==> src/rtl/core/serp_pkg.sv <==
// Shared types, tables and round functions for the Serpent cipher core.
package serp_pkg;

	localparam int WORD_W    = 32;
	localparam int KEY_WORDS = 8;
	localparam int KEY_REGS  = 4;
	localparam int RK_WORDS  = 132;
	localparam int RK_GROUPS = 33;
	localparam int ROUNDS    = 32;
	localparam int CFG_IDX_W = 3;
	localparam int RK_IDX_W  = 6;
	localparam int CNT_W     = 8;
	localparam logic [WORD_W-1:0] GOLDEN = 32'h9E3779B9;

	localparam logic CMD_ENC = 1'b0;
	localparam logic CMD_DEC = 1'b1;

	// x[0] .. x[3] of one 128-bit block
	typedef logic [3:0][WORD_W-1:0] blk_t;
	typedef logic [WORD_W-1:0] word_t;

	localparam logic [3:0] SBOX [8][16] = '{
		'{4'd3, 4'd8, 4'd15, 4'd1, 4'd10, 4'd6, 4'd5, 4'd11,
		  4'd14, 4'd13, 4'd4, 4'd2, 4'd7, 4'd0, 4'd9, 4'd12},
		'{4'd15, 4'd12, 4'd2, 4'd7, 4'd9, 4'd0, 4'd5, 4'd10,
		  4'd1, 4'd11, 4'd14, 4'd8, 4'd6, 4'd13, 4'd3, 4'd4},
		'{4'd8, 4'd6, 4'd7, 4'd9, 4'd3, 4'd12, 4'd10, 4'd15,
		  4'd13, 4'd1, 4'd14, 4'd4, 4'd0, 4'd11, 4'd5, 4'd2},
		'{4'd0, 4'd15, 4'd11, 4'd8, 4'd12, 4'd9, 4'd6, 4'd3,
		  4'd13, 4'd1, 4'd2, 4'd4, 4'd10, 4'd7, 4'd5, 4'd14},
		'{4'd1, 4'd15, 4'd8, 4'd3, 4'd12, 4'd0, 4'd11, 4'd6,
		  4'd2, 4'd5, 4'd4, 4'd10, 4'd9, 4'd14, 4'd7, 4'd13},
		'{4'd15, 4'd5, 4'd2, 4'd11, 4'd4, 4'd10, 4'd9, 4'd12,
		  4'd0, 4'd3, 4'd14, 4'd8, 4'd13, 4'd6, 4'd7, 4'd1},
		'{4'd7, 4'd2, 4'd12, 4'd5, 4'd8, 4'd4, 4'd6, 4'd11,
		  4'd14, 4'd9, 4'd1, 4'd15, 4'd13, 4'd3, 4'd10, 4'd0},
		'{4'd1, 4'd13, 4'd15, 4'd0, 4'd14, 4'd8, 4'd2, 4'd11,
		  4'd7, 4'd4, 4'd12, 4'd10, 4'd9, 4'd3, 4'd5, 4'd6}
	};

	function automatic word_t rol32(word_t x, int n);
		return (x << n) | (x >> (WORD_W - n));
	endfunction

	function automatic word_t ror32(word_t x, int n);
		return (x >> n) | (x << (WORD_W - n));
	endfunction

	function automatic word_t mirror32(word_t x);
		return {x[7:0], x[15:8], x[23:16], x[31:24]};
	endfunction

	// bitsliced substitution, word 0 holds the nibble LSB
	function automatic blk_t sbox_fwd(logic [2:0] box, blk_t x);
		blk_t y;
		logic [3:0] n;
		logic [3:0] v;
		for (int j = 0; j < WORD_W; j++) begin
			n = {x[3][j], x[2][j], x[1][j], x[0][j]};
			v = SBOX[box][n];
			for (int k = 0; k < 4; k++) begin
				y[k][j] = v[k];
			end
		end
		return y;
	endfunction

	function automatic blk_t sbox_inv(logic [2:0] box, blk_t x);
		blk_t y;
		logic [3:0] n;
		logic [3:0] v;
		for (int j = 0; j < WORD_W; j++) begin
			n = {x[3][j], x[2][j], x[1][j], x[0][j]};
			v = '0;
			for (int i = 0; i < 16; i++) begin
				if (SBOX[box][i] == n) begin
					v = 4'(i);
				end
			end
			for (int k = 0; k < 4; k++) begin
				y[k][j] = v[k];
			end
		end
		return y;
	endfunction

	function automatic blk_t lin_fwd(blk_t x);
		word_t a, b, c, d;
		a = rol32(x[0], 13);
		c = rol32(x[2], 3);
		b = x[1] ^ a ^ c;
		d = x[3] ^ c ^ (a << 3);
		b = rol32(b, 1);
		d = rol32(d, 7);
		a = a ^ b ^ d;
		c = c ^ d ^ (b << 7);
		a = rol32(a, 5);
		c = rol32(c, 22);
		return {d, c, b, a};
	endfunction

	function automatic blk_t lin_inv(blk_t x);
		word_t a, b, c, d;
		a = x[0];
		b = x[1];
		c = ror32(x[2], 22);
		d = x[3];
		a = ror32(a, 5);
		c = c ^ d ^ (b << 7);
		a = a ^ b ^ d;
		d = ror32(d, 7);
		b = ror32(b, 1);
		d = d ^ c ^ (a << 3);
		b = b ^ a ^ c;
		c = ror32(c, 3);
		a = ror32(a, 13);
		return {d, c, b, a};
	endfunction

endpackage

==> src/rtl/core/serp_round.sv <==
// One pipeline stage: a forward or inverse round, chosen per transaction.
module serp_round #(
	parameter int STAGE = 0
) (
	input  logic           clk,
	input  logic           arst_n,
	input  logic           adv,
	input  logic           vld_in,
	input  logic           cmd_in,
	input  serp_pkg::blk_t dat_in,
	input  serp_pkg::blk_t k_enc,
	input  serp_pkg::blk_t k_dec,
	output logic           vld_out,
	output logic           cmd_out,
	output serp_pkg::blk_t dat_out
);
	import serp_pkg::*;

	localparam int DEC_RND = ROUNDS - 1 - STAGE;

	blk_t enc_y;
	blk_t dec_y;
	logic vld_s1;
	logic cmd_s1;
	blk_t dat_s1;

	// encrypt: S-box, linear transform (not in the last round), then next round key
	always_comb begin
		enc_y = sbox_fwd(3'(STAGE), dat_in);
		if (STAGE < ROUNDS - 1) begin
			enc_y = lin_fwd(enc_y);
		end
		enc_y = enc_y ^ k_enc;
	end

	// decrypt: inverse transform (not for the last round), inverse S-box, then round key
	always_comb begin
		dec_y = dat_in;
		if (DEC_RND < ROUNDS - 1) begin
			dec_y = lin_inv(dec_y);
		end
		dec_y = sbox_inv(3'(DEC_RND), dec_y) ^ k_dec;
	end

	always_ff @(posedge clk or negedge arst_n) begin
		if (!arst_n) begin
			vld_s1 <= 1'b0;
		end else if (adv) begin
			vld_s1 <= vld_in;
		end
	end

	always_ff @(posedge clk) begin
		if (adv) begin
			cmd_s1 <= cmd_in;
			dat_s1 <= (cmd_in == CMD_DEC) ? dec_y : enc_y;
		end
	end

	assign vld_out = vld_s1;
	assign cmd_out = cmd_s1;
	assign dat_out = dat_s1;

endmodule

==> config.mk <==
export PLATFORM = sky130hd
export DESIGN_NAME = serp_round
export DESIGN_NICKNAME = d
export VERILOG_FILES = /design/src/rtl/core/serp_pkg.sv /design/src/rtl/core/serp_round.sv
export SDC_FILE = /design/constraint.sdc
export NUM_CORES = 1
export LEC_CHECK = 0
export BUFFER_PORTS_ARGS = -buffer_cell sky130_fd_sc_hd__buf_4
export CAP_MARGIN = 20
export CORE_ASPECT_RATIO = 0.6
export CORE_MARGIN = 10
export CORE_UTILIZATION = 54
export DETAILED_ROUTE_END_ITERATION = 16
export GPL_ROUTABILITY_DRIVEN = 0
export PLACE_DENSITY = 0.88
export SLEW_MARGIN = 0
export SYNTH_ARGS = -nofsm -noshare
export SYNTH_HDL_FRONTEND = slang
export SYNTH_SLANG_ARGS = --single-unit
==> constraint.sdc <==
create_clock -name clk -period 0.8 [get_ports clk]
set_input_delay 0.08 -clock clk [delete_from_list [all_inputs] [get_ports clk]]
set_output_delay 0.08 -clock clk [all_outputs]
set_load 0.01 [all_outputs]
==> reports/metrics.csv, run 1 <==
metric;value;unit
dp_slack;-1770;ps
netlist_instances;2554;
grt_start_max_net_pins;47;
die_w;281.1;µm
cts-buffers-inserted;17;
die_h;176.7;µm
placed_cell_area;0.03331;mm²
haltStage;global routing (5_1_grt);
grt_usage;0.7412;
synth_area;0.02209;mm²
status;stopped before the end;
port_buffers;518;
rows;57;
synth.avg_cell_area;8.650;µm²
synth.distinct_cells;81;
synth_edf_count;129;
initial_utilization;0.5463;
synth.yosys.seq_area_share;0.1765;
cts_buffer_depth;2;
synth-seq-cells;130;
async_flop_share;0.007692;
place_hpwl;86950;µm
htreeDepth;4;
yosysWarningCount;0;
overflow;100;
cts_sinks;130;
synth_flop_cell;edfxtp_1;
stop_error;[ERROR GRT-0232] Routing congestion too high. Check the congestion heatmap in the GUI.;
ios;519;
synth_fp_nets;3119;
clockRootBuffer;clkbuf_16;
-- synthesized netlist by cell type, drive strengths merged, types with 34 or more instances --
master / number / area share
edfxtp: 129 / 0.18
nor2b: 79 / 0.022
ha: 176 / 0.10
clkbuf: 135 / 0.023
buf: 55 / 0.012
inv: 147 / 0.025
nor3: 49 / 0.011
nor3b: 34 / 0.012
xnor3: 106 / 0.11
a21oi: 200 / 0.045
a211oi: 34 / 0.012
o21ai: 253 / 0.057
nand2b: 69 / 0.020
xor2: 175 / 0.069
nand2: 173 / 0.029
nor2: 107 / 0.018
mux2i: 94 / 0.044
xnor2: 184 / 0.074
-- routing by layer --
layer | overflow | GRT usage
met1 | 0 | 0.7019
met2 | 54 | 0.8851
met3 | 2 | 0.6691
met4 | 44 | 0.7397
met5 | 0 | 0.3635
-- cells by family after synthesis --
logic type	share of synthesized area
compound gates	0.1980
fa+ha+maj	0.1001
simple gates	0.1356
xor+xnor	0.2640
mux	0.06547
buf+inv	0.06032
flops	0.1765
-- timing repair --
| action | 4_1_cts |
|---|---|
| buffers inserted | 111 |
| pin swaps | 248 |
| resized for setup | 726 |
| cloned | 0 |
| hold buffers | 54 |
| hold endpoints to repair | 46 |
| setup endpoints to repair | 258 |
-- metrics by stage --
step	hold slack [ps]	utilization	instances
after CTS	2.005	0.9518	4285
after detailed placement	-143.2	0.8237	4098
after global placement	-144.1	0.8237	4098
after floorplan	-215.6	-	2554
==> run 2: changes to the inputs <==
CORE_ASPECT_RATIO = unset   (was 0.6)
CORE_UTILIZATION = 39   (was 54)
PLACE_DENSITY = unset   (was 0.88)
PLACE_DENSITY_LB_ADDON = 0.15   (was unset)
==> run 2 against run 1 <==
Net effect:
- the flow now finishes, with violations (hold timing, setup timing)
- synthesized cell count unchanged
- synthesized area unchanged
==> reports/metrics.csv, run 2 <==
metric;value;unit;change
status;complete, but fails checks;;was stopped before the end
violations;hold timing, setup timing;;
most-common-layout-cells;buf_4, buf_6, nand2_1;;
die_area;0.06657;mm²;
antenna_found_initial;10;;
setup_viol;258;;
critPathCaptureType;register;;
synth_flop_cell;edfxtp_1;;unchanged
finalWirelength;108900;µm;
worst_pin_slew;538.3;ps;
firstDrtPassIters;6;;
fin_util;0.7329;;
final_cells;4689;;
yosysTopAreaCellShare;0.1753;;unchanged
finalCriticalPeriod;1796;ps;
total_power;0.06459;W;
cts_buffer_depth;2;;unchanged
grtUsageMet2;0.5400;;
max_freq;556.7;MHz;
cp.arrival;2050;ps;
ios;519;;unchanged
synthToLayoutAreaGrowth;86.69;%;
path_clk_slew;70;ps;
synth_edf_count;129;;unchanged
port_buffers;518;;unchanged
slew_headroom;0.6385;;
worstSkewPairLatency;490;ps;
place_hpwl;85680;µm;was 86,950 µm
post_drt_wl_per_cell;23.23;µm;
grt_pass1_vias;26070;;
synth-seq-cells;130;;unchanged
die_h;258.0;µm;was 176.7 µm
yosys-top-cells-area;edfxtp_1, xnor3_1, ha_1;;unchanged
dp.cells;4378;;was 4,098
tritoncts;yes;;
overflow;0;;
maxCapViolCount;0;;
met3_usage;0.06866;;
worst_ep_required_time;1050;ps;
slew_viol_final;0;;
grt_pass1_wl;157700;µm;
hold_depth;2;;
synth.distinct_cells;81;;unchanged
cts-buffers-inserted;17;;unchanged
grt_usage;0.3092;;
finalHoldViolCount;6;;
crit_fanout;3;;
post-synth-top-area-cell;edfxtp_1;;unchanged
synth.avg_cell_area;8.650;µm²;unchanged
grt_busiest_layer;met2;;
rsz0062_at_grt;yes;;
synth_common_cells;o21ai_0, a21oi_1, xnor2_1;;unchanged
final_nets;4477;;
rows;87;;was 57
final_common_cell;buf_4;;
period_share;2.245;;
vias;25650;;
min_path_type;primary input to register;;
synth.yosys.seq_area_share;0.1765;;unchanged
static-leakage-power;18.39;nW;
cts_sinks;130;;unchanged
drt-initial-drc-count;1965;;
grt_start_max_net_pins;34;;
synth_fp_nets;3119;;unchanged
initial_utilization;0.3926;;was 0.5463
ir_drop;1.718;mV;
dp_slack;-1852;ps;was -1770 ps
yosysWarningCount;0;;unchanged
largest_reg_flops;128;;
viasPerCell;5.470;;
htreeDepth;4;;unchanged
fin_ws;-996.3;ps;
holdBufCountCts;128;;was 54
worst_clock_skew;0;ps;
crit_type;primary input to register;;
netlist_instances;2554;;unchanged
grt_util_met1;0.3499;;
drt.antenna.violating_nets;0;;
async_flop_share;0.007692;;unchanged
whs;-9.690;ps;
die_w;258.0;µm;was 281.1 µm
drcViolationCount;0;;
core-area;0.05628;mm²;
p_per_area;1566;mW/mm²;
reg2regPathDepth;1;;
synth_area;0.02209;mm²;unchanged
yosysMostFrequentCell;o21ai_0;;unchanged
start_kind;primary input;;
clockRootBuffer;clkbuf_16;;unchanged
drive_gt1_frac;0.5236;;
[run 2: cell counts after synthesis]
No cell type changed its count.
[run 2: layout make-up]
class	instances	area, µm²
repair buffers	1529	13960
multi-input cells	2085	20620
clock buffers	18	429.2
inverters	149	1135
clock inverters	14	235.2
diodes	8	20.02
flip-flops and latches	130	3899
fillers	3802	15030
well taps	756	945.9
[run 2: per-layer routing]
layer	share of wire	up-vias
met5	0.00053	-
met4	0.055	8
met3	0.081	293
met2	0.50	1241
met1	0.37	12300
li1	-	11800
[run 2: report_power, final]
part           total, W  internal, W  switching [W]  leakage, nW
combinational    0.0437       0.0247         0.0191         16.8
sequential       0.0113      0.00996        0.00129         1.27
clock           0.00959      0.00582        0.00376        0.320
[run 2: worst paths after layout]
path,start,end,slack (ps)
max in group asynchronous,arst_n,vld_out$_DFFE_PN0P_,250
min in group asynchronous,arst_n,vld_out$_DFFE_PN0P_,450
hold / removal,adv,dat_out[80]$_DFFE_PP_,-10
setup / recovery,dat_in[45],dat_out[22]$_DFFE_PP_,-1000
hold reg to reg,vld_out$_DFFE_PN0P_,vld_out$_DFFE_PN0P_,560
setup reg to reg,vld_out$_DFFE_PN0P_,vld_out$_DFFE_PN0P_,20
[run 2: timing repair]
action | in CTS | in global routing
pin swaps | 225 | 172
endpoints found under the setup margin | 258 | 264
buffers inserted | 114 | 59
gates resized for setup | 702 | 230
endpoints found under the hold margin | 92 | 6
[run 2: critical path, stage by stage]
cell and delay [ps]:
buf_12 120, inv_12 50, ha_4 200, mux2_4 270, mux2i_4 230, xor2_1 210
xnor2_1 150, buf_4 220, xnor3_1 250, mux2_4 270
[run 2: stage by stage]
stage / area, µm² / TNS [ps]
floorplan: 24690 / -119320
finish: 41240 / -144540
detailed placement: 34090 / -187040
CTS: 39880 / -144170
global placement: 34090 / -184100
global route: 41230 / -153020
[run 2: kinds of logic after synthesis]
| family | count (synthesis) | share of synthesized area |
|---|---|---|
| compound gates | 717 | 0.1980 |
| flops | 130 | 0.1765 |
| xor+xnor | 477 | 0.2640 |
| mux | 123 | 0.06547 |
| simple gates | 591 | 0.1356 |
| buf+inv | 339 | 0.06032 |
| fa+ha+maj | 177 | 0.1001 |
(Power assumes the default switching activity.)
==> run 3: changes to the inputs <==
CORE_UTILIZATION = 30   (was 39)
CTS_CLUSTER_DIAMETER = 60   (was unset)
==> run 3 against run 2 <==
Net effect:
- the flow still finishes with violations (hold timing, setup timing)
- design area up 2.0%
- routed wire length up 2.3%
- clock skew unchanged
- flip-flop and latch count unchanged
- die area up 28%
- critical endpoint is now dat_out[71]$_DFFE_PP_
==> reports/metrics.csv, run 3 (synthesis results as in run 2) <==
metric;value;unit;change
status;complete, but fails checks;;unchanged
violations;hold timing, setup timing;;unchanged
min_path_type;primary input to register;;unchanged
rows;99;;was 87
final_common_cell;buf_4;;unchanged
slew_viol_final;0;;unchanged
cp.arrival;2070;ps;was 2050 ps
worst_ep_required_time;1040;ps;was 1050 ps
most-common-layout-cells;buf_4, buf_6, nand2_1;;unchanged
overflow;0;;unchanged
cp_common_cell;buf_6;;was mux2_4
rsz0062_at_grt;yes;;unchanged
htreeDepth;4;;unchanged
grt_pass1_vias;25610;;was 26,070
cp_top_family;XOR/XNOR gates;;was multiplexers
fin_util;0.5765;;was 0.7329
grt_pass1_wl;161600;µm;was 157,700 µm
dp.cells;4605;;was 4,378
initial_utilization;0.3028;;was 0.3926
start_kind;primary input;;unchanged
core-area;0.07296;mm²;was 0.05628 mm²
final_cells;4919;;was 4,689
final_nets;4512;;was 4,477
grt_start_max_net_pins;31;;was 34
finalHoldViolCount;1;;was 6
largest_reg_flops;128;;unchanged
firstDrtPassIters;5;;was 6
critPathCaptureType;register;;unchanged
period_share;2.286;;was 2.245
die_h;291.4;µm;was 258.0 µm
port_buffers;518;;unchanged
ir_drop;1.058;mV;was 1.718 mV
path_cells;buf_8, clkinvlp_4, ha_4, buf_6, nor2_4, a211oi_2, a21oi_2, xnor3_2, buf_12, buf_6, xnor3_1, mux2i_1;;was buf_12, inv_12, ha_4, mux2_4, mux2i_4, xor2_1, xnor2_1, buf_4, xnor3_1, mux2_4
crit_type;primary input to register;;unchanged
clockRootBuffer;clkbuf_16;;unchanged
drt-initial-drc-count;1632;;was 1,965
worst_pin_slew;519.7;ps;was 538.3 ps
drive_gt1_frac;0.5317;;was 0.5236
fin_ws;-1029;ps;was -996.3 ps
setup_viol;259;;was 258
die_area;0.08490;mm²;was 0.06657 mm²
path_clk_slew;60;ps;was 70 ps
slowest_stage;xnor3_2;;was mux2_4
drt.antenna.violating_nets;0;;unchanged
slowest_delay;550;ps;was 270 ps
drcViolationCount;0;;unchanged
worst_clock_skew;0;ps;unchanged
max_freq;546.7;MHz;was 556.7 MHz
viasPerCell;5.064;;was 5.470
ios;519;;unchanged
p_per_area;1538;mW/mm²;was 1566 mW/mm²
cts-buffers-inserted;17;;unchanged
grt_usage;0.2502;;was 0.3092
place_hpwl;91090;µm;was 85,680 µm
synthToLayoutAreaGrowth;90.38;%;was 86.69%
die_w;291.4;µm;was 258.0 µm
cts_sinks;130;;unchanged
cp_num_buf_inv;5;;was 3
finalCriticalPeriod;1829;ps;was 1796 ps
crit_fanout;3;;unchanged
post_drt_wl_per_cell;22.66;µm;was 23.23 µm
vias;24910;;was 25,650
antenna_found_initial;6;;was 10
static-leakage-power;18.68;nW;was 18.39 nW
whs;-2.733;ps;was -9.690 ps
maxCapViolCount;0;;unchanged
finalWirelength;111500;µm;was 108,900 µm
slew_headroom;0.6511;;was 0.6385
total_power;0.06468;W;was 0.06459 W
worstSkewPairLatency;490;ps;about the same
tritoncts;yes;;unchanged
cts_buffer_depth;2;;unchanged
[run 3: cell types whose count changed in the layout (fill, tap and decap cells not counted), sizes merged]
cell / change
buf: +42
bufinv: -4
clkbuf: -1
clkinv: -2
clkinvlp: +4
diode: -5
dlygate4sd3: -8
dlymetal6s4s: +2
inv: -1
[run 3: area by class of cell]
cell class	instances	area (µm²)
Antenna cell	3	7.507
Clock buffer	18	429.2
Clock inverter	11	117.6
Fill cell	6119	30900
Inverter	149	1146
Multi-Input combinational cell	2085	20870
Sequential cell	130	3899
Tap cell	959	1200
Timing Repair Buffer	1564	14390
[run 3: final timing paths]
path                                           from                     end  depth (start not counted)  slack, ps
worst max-delay path                      dat_in[6]   dat_out[71]$_DFFE_PP_                         12      -1030
worst min-delay path                     k_enc[115]  dat_out[115]$_DFFE_PP_                          3         -3
worst max register to register  vld_out$_DFFE_PN0P_     vld_out$_DFFE_PN0P_                          2       -100
worst min register to register  vld_out$_DFFE_PN0P_     vld_out$_DFFE_PN0P_                          2        660
max in group asynchronous                    arst_n     vld_out$_DFFE_PN0P_                          3        260
min in group asynchronous                    arst_n     vld_out$_DFFE_PN0P_                          3        440
[run 3: power breakdown]
| part | total, W | switching, W | internal, W | leakage [nW] |
|---|---|---|---|---|
| logic | 0.0452 | 0.0197 | 0.0254 | 17.2 |
| registers | 0.0112 | 0.00124 | 0.00996 | 1.27 |
| clock network | 0.00831 | 0.00382 | 0.00449 | 0.257 |
[run 3: tightest hold or removal path, cell delays in order]
cell	delay (ps)
buf_4	90
xor2_1	50
o21ai_1	150
[run 3: repair_timing]
action	4_1_cts	5_1_grt
hold buffers	121	0
pin swaps	240	175
endpoints found under the hold margin	86	0
endpoints found under the setup margin	258	330
gates resized for setup	707	263
buffers inserted	153	46
[run 3: metal layers]
metal	vias to the layer above	track usage	part of all wire
li1	11870	-	-
met1	12090	0.2909	0.40
met2	792	0.4506	0.50
met3	147	0.05034	0.061
met4	6	0.08307	0.037
met5	-	0	0.00042
[run 3: metrics by stage]
stage | setup WS [ps] | area [µm²] | TNS, ps | hold slack (ps)
final | -1029 | 42060 | -145810 | -2.733
after global routing | -1063 | 42060 | -154460 | 10.75
after CTS | -995.2 | 40590 | -160530 | -7.815
after detailed placement | -1938 | 34600 | -193210 | -141.1
after global placement | -1930 | 34600 | -191110 | -144.6
after floorplan | -1263 | 24690 | -119320 | -215.6
